**config.mk**
```make
export PLATFORM = sky130hd
export DESIGN_NAME = motion_hysteresis_blanker_core
export DESIGN_NICKNAME = d
export VERILOG_FILES = /design/src/sv/mhb_pkg.sv /design/src/sv/mhb_const_mul.sv /design/src/sv/mhb_div.sv /design/src/sv/motion_hysteresis_blanker_core.sv
export SDC_FILE = /design/constraint.sdc
export NUM_CORES = 2
export LEC_CHECK = 0
export BUFFER_PORTS_ARGS = -buffer_cell sky130_fd_sc_hd__buf_4
export CAP_MARGIN = 20
export CORE_MARGIN = 1
export CORE_UTILIZATION = 50
export DETAILED_ROUTE_END_ITERATION = 8
export PLACE_DENSITY = 0.7
export SLEW_MARGIN = 20
export SYNTH_ARGS = -nofsm -noshare
export SYNTH_HDL_FRONTEND = slang
export SYNTH_SLANG_ARGS = --single-unit
```
**constraint.sdc**
```tcl
create_clock -name clk -period 16.8 [get_ports clk]
set_clock_uncertainty 0.1 [all_clocks]
set_input_delay 1.68 -clock clk [delete_from_list [all_inputs] [get_ports clk]]
set_output_delay 1.68 -clock clk [all_outputs]
set_load 0.03 [all_outputs]
```
**src/sv/mhb_pkg.sv**
```systemverilog
package mhb_pkg;

  localparam int ROT_W      = 24;
  localparam int INT_W      = 32;
  localparam int MET_W      = 24;
  localparam int RAD_W      = 16;
  localparam int CODE_W     = 12;
  localparam int PROD_W     = MET_W + RAD_W;
  localparam int POW5_W     = 21;
  localparam int MUL_W      = PROD_W + POW5_W;
  localparam int DIV_W      = 32;
  localparam int NUM_SHIFT  = 11;
  localparam int HI_LSB     = NUM_SHIFT + MET_W;
  localparam int HI_W       = MUL_W - HI_LSB;
  localparam int STEP_W     = 5;
  localparam int CFG_IDX_W  = 3;
  localparam int CFG_DATA_W = 24;
  localparam int IN_TDATA_W = 104;
  localparam int OUT_TDATA_W = 40;

  localparam logic [POW5_W-1:0] POW5_9       = 21'd1953125;
  localparam logic [INT_W-1:0]  MIN_INTERVAL = 32'd1000;

  localparam logic [CFG_IDX_W-1:0] REG_BLANK_ENABLE   = 3'd0;
  localparam logic [CFG_IDX_W-1:0] REG_BALL_RADIUS    = 3'd1;
  localparam logic [CFG_IDX_W-1:0] REG_THRESHOLD_HIGH = 3'd2;
  localparam logic [CFG_IDX_W-1:0] REG_THRESHOLD_LOW  = 3'd3;
  localparam logic [CFG_IDX_W-1:0] REG_VISIBLE_CODE   = 3'd4;
  localparam logic [CFG_IDX_W-1:0] REG_BLANK_CODE     = 3'd5;

  typedef struct packed {
    logic [DIV_W-1:0] rem;
    logic [MET_W-1:0] low;
    logic [DIV_W-1:0] dvs;
  } div_req_t;

endpackage

```
**src/sv/mhb_const_mul.sv**
```systemverilog
module mhb_const_mul (
  input  logic                         clk,
  input  logic                         rst_n,
  input  logic                         start,
  input  logic [mhb_pkg::PROD_W-1:0]   operand,
  output logic                         done,
  output logic [mhb_pkg::MUL_W-1:0]    product
);

  logic                             busy_r;
  logic                             done_r;
  logic [mhb_pkg::STEP_W-1:0]       idx_r;
  logic [mhb_pkg::MUL_W-1:0]        acc_r;
  logic [mhb_pkg::MUL_W-1:0]        opd_r;

  always_ff @(posedge clk) begin
    if (!rst_n) begin
      busy_r <= 1'b0;
      done_r <= 1'b0;
      idx_r  <= '0;
    end else begin
      done_r <= 1'b0;
      if (start) begin
        busy_r <= 1'b1;
        idx_r  <= '0;
      end else if (busy_r) begin
        idx_r <= idx_r + 1'b1;
        if (idx_r == mhb_pkg::STEP_W'(mhb_pkg::POW5_W - 1)) begin
          busy_r <= 1'b0;
          done_r <= 1'b1;
        end
      end
    end
  end

  // shift-add over the constant bits
  always_ff @(posedge clk) begin
    if (start) begin
      acc_r <= '0;
      opd_r <= {{mhb_pkg::POW5_W{1'b0}}, operand};
    end else if (busy_r) begin
      if (mhb_pkg::POW5_9[idx_r]) begin
        acc_r <= acc_r + opd_r;
      end
      opd_r <= {opd_r[mhb_pkg::MUL_W-2:0], 1'b0};
    end
  end

  assign done    = done_r;
  assign product = acc_r;

endmodule

```
**src/sv/mhb_div.sv**
```systemverilog
module mhb_div (
  input  logic                        clk,
  input  logic                        rst_n,
  input  logic                        start,
  input  mhb_pkg::div_req_t           req,
  output logic                        done,
  output logic [mhb_pkg::MET_W-1:0]   quo
);

  logic                            busy_r;
  logic                            done_r;
  logic [mhb_pkg::STEP_W-1:0]      cnt_r;
  logic [mhb_pkg::DIV_W-1:0]       rem_r;
  logic [mhb_pkg::MET_W-1:0]       low_r;
  logic [mhb_pkg::MET_W-1:0]       quo_r;
  logic [mhb_pkg::DIV_W-1:0]       dvs_r;
  logic [mhb_pkg::DIV_W:0]         trial;
  logic [mhb_pkg::DIV_W:0]         diff;
  logic                            fits;
  logic                            sat;

  assign sat   = req.rem >= req.dvs;
  assign trial = {rem_r, low_r[mhb_pkg::MET_W-1]};
  assign diff  = trial - {1'b0, dvs_r};
  assign fits  = trial >= {1'b0, dvs_r};

  always_ff @(posedge clk) begin
    if (!rst_n) begin
      busy_r <= 1'b0;
      done_r <= 1'b0;
      cnt_r  <= '0;
    end else begin
      done_r <= 1'b0;
      if (start) begin
        cnt_r <= '0;
        if (sat) begin
          done_r <= 1'b1;
        end else begin
          busy_r <= 1'b1;
        end
      end else if (busy_r) begin
        cnt_r <= cnt_r + 1'b1;
        if (cnt_r == mhb_pkg::STEP_W'(mhb_pkg::MET_W - 1)) begin
          busy_r <= 1'b0;
          done_r <= 1'b1;
        end
      end
    end
  end

  // restoring division, one quotient bit per cycle
  always_ff @(posedge clk) begin
    if (start) begin
      rem_r <= req.rem;
      low_r <= req.low;
      dvs_r <= req.dvs;
      quo_r <= sat ? '1 : '0;
    end else if (busy_r) begin
      rem_r <= fits ? diff[mhb_pkg::DIV_W-1:0] : trial[mhb_pkg::DIV_W-1:0];
      low_r <= {low_r[mhb_pkg::MET_W-2:0], 1'b0};
      quo_r <= {quo_r[mhb_pkg::MET_W-2:0], fits};
    end
  end

  assign done = done_r;
  assign quo  = quo_r;

endmodule

```
**src/sv/motion_hysteresis_blanker_core.sv**
```systemverilog
// A taken sample runs the serial constant multiply, the metric division and the window push;
// every item then runs the mean division (skipped while the window is empty) and the decision;
// a saturated division skips its iterations. One item at a time; the divider serves both metric
// and mean. A new item is accepted while the previous result still waits in the output register.
// Reset (synchronous, rst_n low) clears the window and held index and resets state, output valid
// and config; datapath regs and window entries hold no reset value, entries read only once written
module motion_hysteresis_blanker_core #(
  parameter int WINDOW_DEPTH = 16,
  parameter int INDEX_MAX    = 4095
) (
  input  logic                               clk,
  input  logic                               rst_n,
  input  logic                               in_tvalid,
  output logic                               in_tready,
  // rotation_x, rotation_y, rotation_z, interval_ns
  input  logic [mhb_pkg::IN_TDATA_W-1:0]     in_tdata,
  output logic                               out_tvalid,
  input  logic                               out_tready,
  // sample_taken, motion_mean, index_value, index_written, zero fill
  output logic [mhb_pkg::OUT_TDATA_W-1:0]    out_tdata,
  input  logic                               cfg_valid,
  output logic                               cfg_ready,
  input  logic [mhb_pkg::CFG_IDX_W-1:0]      cfg_index,
  input  logic [mhb_pkg::CFG_DATA_W-1:0]     cfg_data
);

  localparam int HEAD_W = (WINDOW_DEPTH > 1) ? $clog2(WINDOW_DEPTH) : 1;
  localparam int FILL_W = $clog2(WINDOW_DEPTH + 1);
  localparam int SUM_W  = mhb_pkg::MET_W + FILL_W;

  typedef enum logic [7:0] {
    S_IDLE   = 8'b0000_0001,
    S_PROD   = 8'b0000_0010,
    S_MUL    = 8'b0000_0100,
    S_QDIV   = 8'b0000_1000,
    S_PUSH   = 8'b0001_0000,
    S_MEANL  = 8'b0010_0000,
    S_MEAN   = 8'b0100_0000,
    S_DECIDE = 8'b1000_0000
  } state_t;

  state_t state_r, state_nxt;

  logic                             blank_en_r;
  logic [mhb_pkg::RAD_W-1:0]        radius_r;
  logic [mhb_pkg::MET_W-1:0]        th_hi_r;
  logic [mhb_pkg::MET_W-1:0]        th_lo_r;
  logic [mhb_pkg::CODE_W-1:0]       vis_code_r;
  logic [mhb_pkg::CODE_W-1:0]       blk_code_r;
  logic [mhb_pkg::CODE_W-1:0]       held_r;

  logic [mhb_pkg::MET_W-1:0]        win_mem [WINDOW_DEPTH];
  logic [mhb_pkg::MET_W-1:0]        old_r;
  logic [SUM_W-1:0]                 sum_r;
  logic [HEAD_W-1:0]                head_r;
  logic [FILL_W-1:0]                fill_r;

  logic [mhb_pkg::MET_W-1:0]        mx_r;
  logic [mhb_pkg::INT_W-1:0]        interval_r;
  logic                             taken_r;
  logic [mhb_pkg::MET_W-1:0]        q_r;
  logic [mhb_pkg::MET_W-1:0]        mean_r;

  logic                             out_valid_r;
  logic [mhb_pkg::OUT_TDATA_W-1:0]  out_data_r;

  logic                             in_acc;
  logic                             cfg_acc;
  logic                             cfg_clear;
  logic [mhb_pkg::MET_W-1:0]        ax, ay, az, mx_nxt;
  logic [mhb_pkg::INT_W-1:0]        in_interval;
  logic [mhb_pkg::CODE_W-1:0]       code_in;
  logic [mhb_pkg::CODE_W-1:0]       code_clamped;

  logic                             mul_start;
  logic [mhb_pkg::PROD_W-1:0]       mul_opd;
  logic                             mul_done;
  logic [mhb_pkg::MUL_W-1:0]        mul_prod;
  logic                             div_start;
  logic                             div_done;
  logic [mhb_pkg::MET_W-1:0]        div_quo;
  mhb_pkg::div_req_t                div_req;

  logic                             full;
  logic                             out_free;
  logic                             above, below, idx_wr;
  logic [mhb_pkg::CODE_W-1:0]       held_nxt;

  function automatic logic [mhb_pkg::MET_W-1:0] abs24(input logic [mhb_pkg::ROT_W-1:0] v);
    abs24 = v[mhb_pkg::ROT_W-1] ? (~v + 1'b1) : v;
  endfunction

  assign in_tready = (state_r == S_IDLE);
  assign in_acc    = in_tvalid & in_tready;
  assign cfg_ready = 1'b1;
  assign cfg_acc   = cfg_valid & cfg_ready;

  assign ax          = abs24(in_tdata[23:0]);
  assign ay          = abs24(in_tdata[47:24]);
  assign az          = abs24(in_tdata[71:48]);
  assign in_interval = in_tdata[103:72];

  always_comb begin
    mx_nxt = ax;
    if (ay > mx_nxt) begin
      mx_nxt = ay;
    end
    if (az > mx_nxt) begin
      mx_nxt = az;
    end
  end

  // config
  assign code_in      = cfg_data[mhb_pkg::CODE_W-1:0];
  assign code_clamped = ({20'b0, code_in} > INDEX_MAX) ? mhb_pkg::CODE_W'(INDEX_MAX) : code_in;

  always_comb begin
    cfg_clear = 1'b0;
    if (cfg_acc) begin
      case (cfg_index)
        mhb_pkg::REG_BALL_RADIUS,
        mhb_pkg::REG_THRESHOLD_HIGH,
        mhb_pkg::REG_THRESHOLD_LOW,
        mhb_pkg::REG_VISIBLE_CODE,
        mhb_pkg::REG_BLANK_CODE: cfg_clear = 1'b1;
        default:                 cfg_clear = 1'b0;
      endcase
    end
  end

  always_ff @(posedge clk) begin
    if (!rst_n) begin
      blank_en_r <= 1'b0;
      radius_r   <= 16'd1152;
      th_hi_r    <= 24'd2560;
      th_lo_r    <= 24'd1280;
      vis_code_r <= ({20'b0, 12'hFFF} > INDEX_MAX) ? mhb_pkg::CODE_W'(INDEX_MAX) : 12'hFFF;
      blk_code_r <= '0;
    end else if (cfg_acc) begin
      case (cfg_index)
        mhb_pkg::REG_BLANK_ENABLE:   blank_en_r <= cfg_data[0];
        mhb_pkg::REG_BALL_RADIUS:    radius_r   <= cfg_data[mhb_pkg::RAD_W-1:0];
        mhb_pkg::REG_THRESHOLD_HIGH: th_hi_r    <= cfg_data;
        mhb_pkg::REG_THRESHOLD_LOW:  th_lo_r    <= cfg_data;
        mhb_pkg::REG_VISIBLE_CODE:   vis_code_r <= code_clamped;
        mhb_pkg::REG_BLANK_CODE:     blk_code_r <= code_clamped;
        default: ;
      endcase
    end
  end

  // constant multiplier and shared divider
  assign mul_start = (state_r == S_PROD);
  assign mul_opd   = {{mhb_pkg::RAD_W{1'b0}}, mx_r} * {{mhb_pkg::MET_W{1'b0}}, radius_r};

  mhb_const_mul u_mul (
    .clk     (clk),
    .rst_n   (rst_n),
    .start   (mul_start),
    .operand (mul_opd),
    .done    (mul_done),
    .product (mul_prod)
  );

  always_comb begin
    div_start = 1'b0;
    div_req   = '0;
    if (state_r == S_MUL) begin
      div_start = mul_done;
      div_req.rem = {{(mhb_pkg::DIV_W - mhb_pkg::HI_W){1'b0}},
                     mul_prod[mhb_pkg::MUL_W-1:mhb_pkg::HI_LSB]};
      div_req.low = mul_prod[mhb_pkg::HI_LSB-1:mhb_pkg::NUM_SHIFT];
      div_req.dvs = interval_r;
    end else begin
      div_start = (state_r == S_MEANL) && (fill_r != '0);
      div_req.rem = {{(mhb_pkg::DIV_W - FILL_W){1'b0}}, sum_r[SUM_W-1:mhb_pkg::MET_W]};
      div_req.low = sum_r[mhb_pkg::MET_W-1:0];
      div_req.dvs = {{(mhb_pkg::DIV_W - FILL_W){1'b0}}, fill_r};
    end
  end

  mhb_div u_div (
    .clk   (clk),
    .rst_n (rst_n),
    .start (div_start),
    .req   (div_req),
    .done  (div_done),
    .quo   (div_quo)
  );

  // window ring
  assign full = (fill_r == FILL_W'(WINDOW_DEPTH));

  always_ff @(posedge clk) begin
    if (state_r == S_PUSH) begin
      win_mem[head_r] <= q_r;
    end
    old_r <= win_mem[head_r];
  end

  always_ff @(posedge clk) begin
    if (!rst_n) begin
      sum_r  <= '0;
      head_r <= '0;
      fill_r <= '0;
    end else if (cfg_clear) begin
      sum_r  <= '0;
      head_r <= '0;
      fill_r <= '0;
    end else if (state_r == S_PUSH) begin
      sum_r <= sum_r - (full ? {{FILL_W{1'b0}}, old_r} : '0) + {{FILL_W{1'b0}}, q_r};
      if (!full) begin
        fill_r <= fill_r + 1'b1;
      end
      head_r <= (head_r == HEAD_W'(WINDOW_DEPTH - 1)) ? '0 : head_r + 1'b1;
    end
  end

  // item datapath
  always_ff @(posedge clk) begin
    if (in_acc) begin
      mx_r       <= mx_nxt;
      interval_r <= in_interval;
      taken_r    <= in_interval > mhb_pkg::MIN_INTERVAL;
    end
    if (state_r == S_QDIV && div_done) begin
      q_r <= div_quo;
    end
    if (state_r == S_MEANL) begin
      mean_r <= '0;
    end else if (state_r == S_MEAN && div_done) begin
      mean_r <= div_quo;
    end
  end

  // hysteresis decision
  assign above    = mean_r > th_hi_r;
  assign below    = mean_r < th_lo_r;
  assign idx_wr   = taken_r & blank_en_r & (above | below);
  assign held_nxt = idx_wr ? (above ? vis_code_r : blk_code_r) : held_r;
  assign out_free = !out_valid_r || out_tready;

  always_comb begin
    state_nxt = state_r;
    case (state_r)
      S_IDLE:   if (in_acc) state_nxt = (in_interval > mhb_pkg::MIN_INTERVAL) ? S_PROD : S_MEANL;
      S_PROD:   state_nxt = S_MUL;
      S_MUL:    if (mul_done) state_nxt = S_QDIV;
      S_QDIV:   if (div_done) state_nxt = S_PUSH;
      S_PUSH:   state_nxt = S_MEANL;
      S_MEANL:  state_nxt = (fill_r != '0) ? S_MEAN : S_DECIDE;
      S_MEAN:   if (div_done) state_nxt = S_DECIDE;
      S_DECIDE: if (out_free) state_nxt = S_IDLE;
      default:  state_nxt = S_IDLE;
    endcase
  end

  always_ff @(posedge clk) begin
    if (!rst_n) begin
      state_r     <= S_IDLE;
      held_r      <= '0;
      out_valid_r <= 1'b0;
    end else begin
      state_r <= state_nxt;
      if (state_r == S_DECIDE && out_free) begin
        held_r      <= held_nxt;
        out_valid_r <= 1'b1;
      end else if (out_tready) begin
        out_valid_r <= 1'b0;
      end
    end
  end

  always_ff @(posedge clk) begin
    if (state_r == S_DECIDE && out_free) begin
      out_data_r <= {2'b00, idx_wr, held_nxt, mean_r, taken_r};
    end
  end

  assign out_tvalid = out_valid_r;
  assign out_tdata  = out_data_r;

endmodule
```
==> metrics.md <==
| Metric | Value |
|---|---|
| Fraction of final layout cells sized beyond drive strength 1 | `between 10% and 20%` |
| Number of max-cap violations | `0` |
| Pin count of the biggest net entering global routing | `roughly 120` |
| Crit-path max FO | `25` |
| F_max | `about 0.13 GHz` |
| Number of global-route vias before repair | `between 40,000 and 50,000` |
| Post-synthesis instance area | `0.05980 mm²` |
| TritonCTS clock tree | `built` |
| DIE WIDTH | `roughly 350 µm` |
| Worst IR drop on VDD | `~80 µV` |
| Final net count | `roughly 6,600` |
| Number of setup violations in the final report | `0` |
| Leading register cell type out of synthesis | `edfxtp_1` |
| Final ANT Viol Nets | `0` |
| Average wire per cell in the routed design | `between 15 and 20 µm` |
| Vias per Instance | `between 5 and 6` |
| Total via count after detailed routing | `approximately 42,000` |
| Kind of critical path | `flop to flop` |
| Worst hold path class | `flop to flop` |
| Ordered cell list for the critical path | `nand2_1 > fa_1 > inv_1 > fa_1 > fa_1 > fa_1 > fa_1 > inv_1 > fa_1 > inv_1 > ha_1 > a211oi_1 > o21ai_0 > a31oi_1 > o31ai_1 > a2111o_1 > a21bo_2 > a21oi_1 > o21a_1 > o21ai_0 > and4_1 > nor4_1` |
| Buffer levels on the longest clock path | `3` |
| Global-route wire length before repair | `around 230 mm` |
| Number of top-level pins | `about 180` |
| Worst path slowest cell | `dfxtp_1` |
| Family of cells with the greatest summed delay on the critical path | `adder cells` |
| Unrepaired setup endpoints after global routing | `false` |
| Total congestion overflow after global routing | `0` |
| Die Area | `about 0.12 mm²` |
| Resized cells post-CTS | `0` |
| Hold-fix buffer count after cts | `0` |
| Die H | `between 300 and 400 µm` |
| Run status | `finished, final reports clean` |
| Relative area change from synthesis to final layout | `10.38%` |
| Time the worst path needs with I/O delays and setup | `around 7800 ps` |
| Final hold viol count | `0` |
| Type of element launching the critical path | `flop` |
| Gpl congestion | `around 0.90` |
| Max-slew violation count | `0` |
| CTS H-Tree Depth | `3` |
| Synthesis warning total | `0` |
| Number of buffer and inverter instances along the worst setup path | `3` |
| Root Driver | `clkbuf_16` |
| Starting utilization of the core area | `between 50% and 60%` |
| Relative slew slack | `roughly 20%` |
| Tightest Pin Transition | `1203 ps` |
| Share of flip-flops with an asynchronous set or reset after synthesis | `0%` |
| Sum of routed wire length over all layers | `144.6 mm` |
| Skew-Pair Late Insertion Delay | `~700 ps` |
| Total setup buffers inserted after CTS | `0` |
| HPWL Detailed | `a little over 100 mm` |
| Post-synthesis cell count | `5,661` |
| Static Leakage | `roughly 27 nW` |
| Number of buffers inserted by port buffering | `approximately 180` |
| Clock-pin transition on the worst setup and hold timing paths | `around 60 ps` |
| All-Layer GR Usage | `a little under a quarter` |
| Seq/Total Area, Yosys | `around 43%` |
| Placed Cells | `7,237` |
| Average size of a mapped cell | `~11 µm²` |
| Number of iterations in the first detailed-routing pass | `5` |
| Ant diodes | `0` |
| Part of the cycle the worst path needs | `46.19%` |
| Required time at the worst-slack endpoint | `between 15,000 and 20,000 ps` |
| Number of antenna violations at the first check in global routing | `0` |
| Placeable core region | `between 0.1 and 0.15 mm²` |
| Number of rows created at floorplan | `126` |
| Distinct cells, synth | `89` |
| Number of synthesized register bits | `about 950` |
| Clock sink count | `between 900 and 1,000` |
| Post-layout instance count excluding filler cells | `~7,400` |
| Setup_tns | `0 ps` |
| Maximum cell stage delay along the critical path | `1090 ps` |
| Power per Cell Area | `just over 100 mW/mm²` |
| Layout fillers | `10,050` |
| Most frequent cell on the critical path | `fa_1` |
| Number of flops mapped to enable cells by yosys | `655` |
| Clock buffer count from CTS | `between 90 and 100` |
| Drt initial violations | `between 3,000 and 4,000` |
| CP Data Arrival Time | `between 8000 and 9000 ps` |
| CP Capture Type | `flop` |
| Total DRC errors in the routed layout | `0` |
[registers in the layout, indices dropped and copies added (netlist names), 8 cells and up, named ones only]
signal	cells
old_r	24
th_lo_r	24
blk_code_r	12
u_div.rem_r	32
radius_r	16
q_r	24
u_div.quo	24
u_mul.opd_r	61
state_r	8
sum_r	29
out_tdata	38
interval_r	32
th_hi_r	24
mx_r	24
mean_r	24
u_div.dvs_r	32
u_div.low_r	24
u_mul.product	61
held_r	12
win_mem	384
vis_code_r	12
[report_power, final]
group          switching, mW  total, mW  internal, mW
registers              0.164       2.74          2.57
logic                   1.07       1.81         0.742
clock network          0.929       2.21          1.28
total                   2.16       6.76          4.59
[cell usage in the layout, fill, tap and decap left out, types with 29 or more instances in the layout]
| cell type | Yosys | layout |
|---|---|---|
| a211oi_1 | 31 | 31 |
| a21boi_0 | 81 | 81 |
| a21o_1 | 150 | 150 |
| a21oi_1 | 296 | 295 |
| a31oi_1 | 46 | 46 |
| and2_1 | 223 | 220 |
| and3_1 | 29 | 29 |
| buf_4 | 3 | 236 |
| clkbuf_1 | 226 | 29 |
| clkbuf_16 | 0 | 99 |
| dfxtp_1 | 293 | 288 |
| edfxtp_1 | 655 | 655 |
| fa_1 | 332 | 332 |
| ha_1 | 367 | 367 |
| inv_1 | 625 | 624 |
| mux2_2 | 44 | 44 |
| mux2i_1 | 47 | 47 |
| mux4_2 | 120 | 120 |
| nand2_1 | 889 | 888 |
| nand2b_1 | 33 | 32 |
| nand3_1 | 83 | 83 |
| nand4_1 | 56 | 56 |
| nor2_1 | 213 | 199 |
| nor2b_1 | 30 | 30 |
| nor3_1 | 37 | 33 |
| o21ai_0 | 226 | 226 |
| xnor2_1 | 98 | 98 |
| xor2_1 | 112 | 112 |
[cell families (layout without fill, tap and decap cells)]
group | after synthesis | in the layout | share of synthesized area [%]
flops | 948 | 948 | 42.70
fa+ha+maj | 699 | 699 | 18.79
buf+inv | 888 | 1047 | 5.609
simple gates | 1698 | 1698 | 13.09
compound gates | 1003 | 1003 | 10.53
other cells | 2 | 3 | 0.01256
xor+xnor | 211 | 211 | 3.103
mux | 212 | 212 | 6.172
[worst paths after layout]
kind | slack (ps) | depth (start not counted) | start | end
setup / recovery | 9040 | 22 | radius_r[9]$_SDFFE_PN0P_ | u_mul.opd_r[39]$_DFFE_PP_
hold / removal | 360 | 2 | u_mul.product[9]$_SDFFE_PN0P_ | u_mul.product[9]$_SDFFE_PN0P_
setup reg to reg | 9040 | 22 | radius_r[9]$_SDFFE_PN0P_ | u_mul.opd_r[39]$_DFFE_PP_
hold reg to reg | 360 | 2 | u_mul.product[9]$_SDFFE_PN0P_ | u_mul.product[9]$_SDFFE_PN0P_
[routing by layer]
| metal | GRT usage [%] | vias to the layer above | wire (µm) |
|---|---|---|---|
| li1 | - | 19620 | - |
| met1 | 32.18 | 20440 | 62030 |
| met2 | 40.62 | 1364 | 69630 |
| met3 | 3.687 | 217 | 9729 |
| met4 | 6.140 | 0 | 3187 |
| met5 | 0 | - | 0 |
[synth_stat cells (7+ instances only)]
cell type | n | share of area (%)
a211o_1 | 8 | 0.12
nor2b_1 | 30 | 0.31
nor3_1 | 37 | 0.31
a31oi_1 | 46 | 0.48
o211ai_1 | 15 | 0.19
edfxtp_1 | 655 | 33
nor4_1 | 26 | 0.27
inv_1 | 625 | 3.9
a21o_1 | 150 | 1.9
o41ai_1 | 11 | 0.16
or4_1 | 10 | 0.13
buf_2 | 8 | 0.067
nand2_1 | 889 | 5.6
clkbuf_1 | 226 | 1.4
xnor2_1 | 98 | 1.4
nand4_1 | 56 | 0.59
and3_1 | 29 | 0.30
o31ai_1 | 25 | 0.31
or2_2 | 13 | 0.14
o31a_1 | 8 | 0.12
xor2_1 | 112 | 1.6
o21a_1 | 26 | 0.33
a32oi_1 | 7 | 0.10
nand3_1 | 83 | 0.69
a21boi_0 | 81 | 1.0
and2_1 | 223 | 2.3
a21oi_1 | 296 | 2.5
o21ai_0 | 226 | 1.9
or3_1 | 16 | 0.17
mux2_2 | 44 | 0.83
nand3b_1 | 8 | 0.10
o21bai_1 | 12 | 0.15
dfxtp_1 | 293 | 9.8
nor2_1 | 213 | 1.3
mux2i_1 | 47 | 0.79
a211oi_1 | 31 | 0.39
mux4_2 | 120 | 4.5
ha_1 | 367 | 7.7
nand2b_1 | 33 | 0.35
buf_1 | 25 | 0.16
fa_1 | 332 | 11
[layout make-up]
cell class	count	area, µm²	share of cell area, %
repair buffers	237	1783	2.701
clock buffers	140	2751	4.168
inverters	626	2351	3.562
flip-flops and latches	948	25550	38.70
clock inverters	44	556.8	0.8435
well taps	1600	2002	3.033
multi-input cells	3826	31020	46.99
[tightest hold or removal path: stages (launching register included)]
cell and delay [ps]:
dfxtp_1 310, nand2_1 50, a21oi_1 50
[through the flow]
stage          power, mW  area [µm²]  util, %  hold slack, ps  setup slack (ps)
2_1_floorplan      4.094       59810        -           326.2              8903
3_3_place_gp       4.557       62690    52.95           341.9              8219
3_5_place_dp       4.590       62690    52.95           349.7              8133
4_1_cts            6.800       66000    55.74           358.4              8890
5_1_grt            7.148       66010    55.75           376.8              8652
6_report           6.758       66010    55.75           355.0              9040
Power figures use the tool's default switching activity.
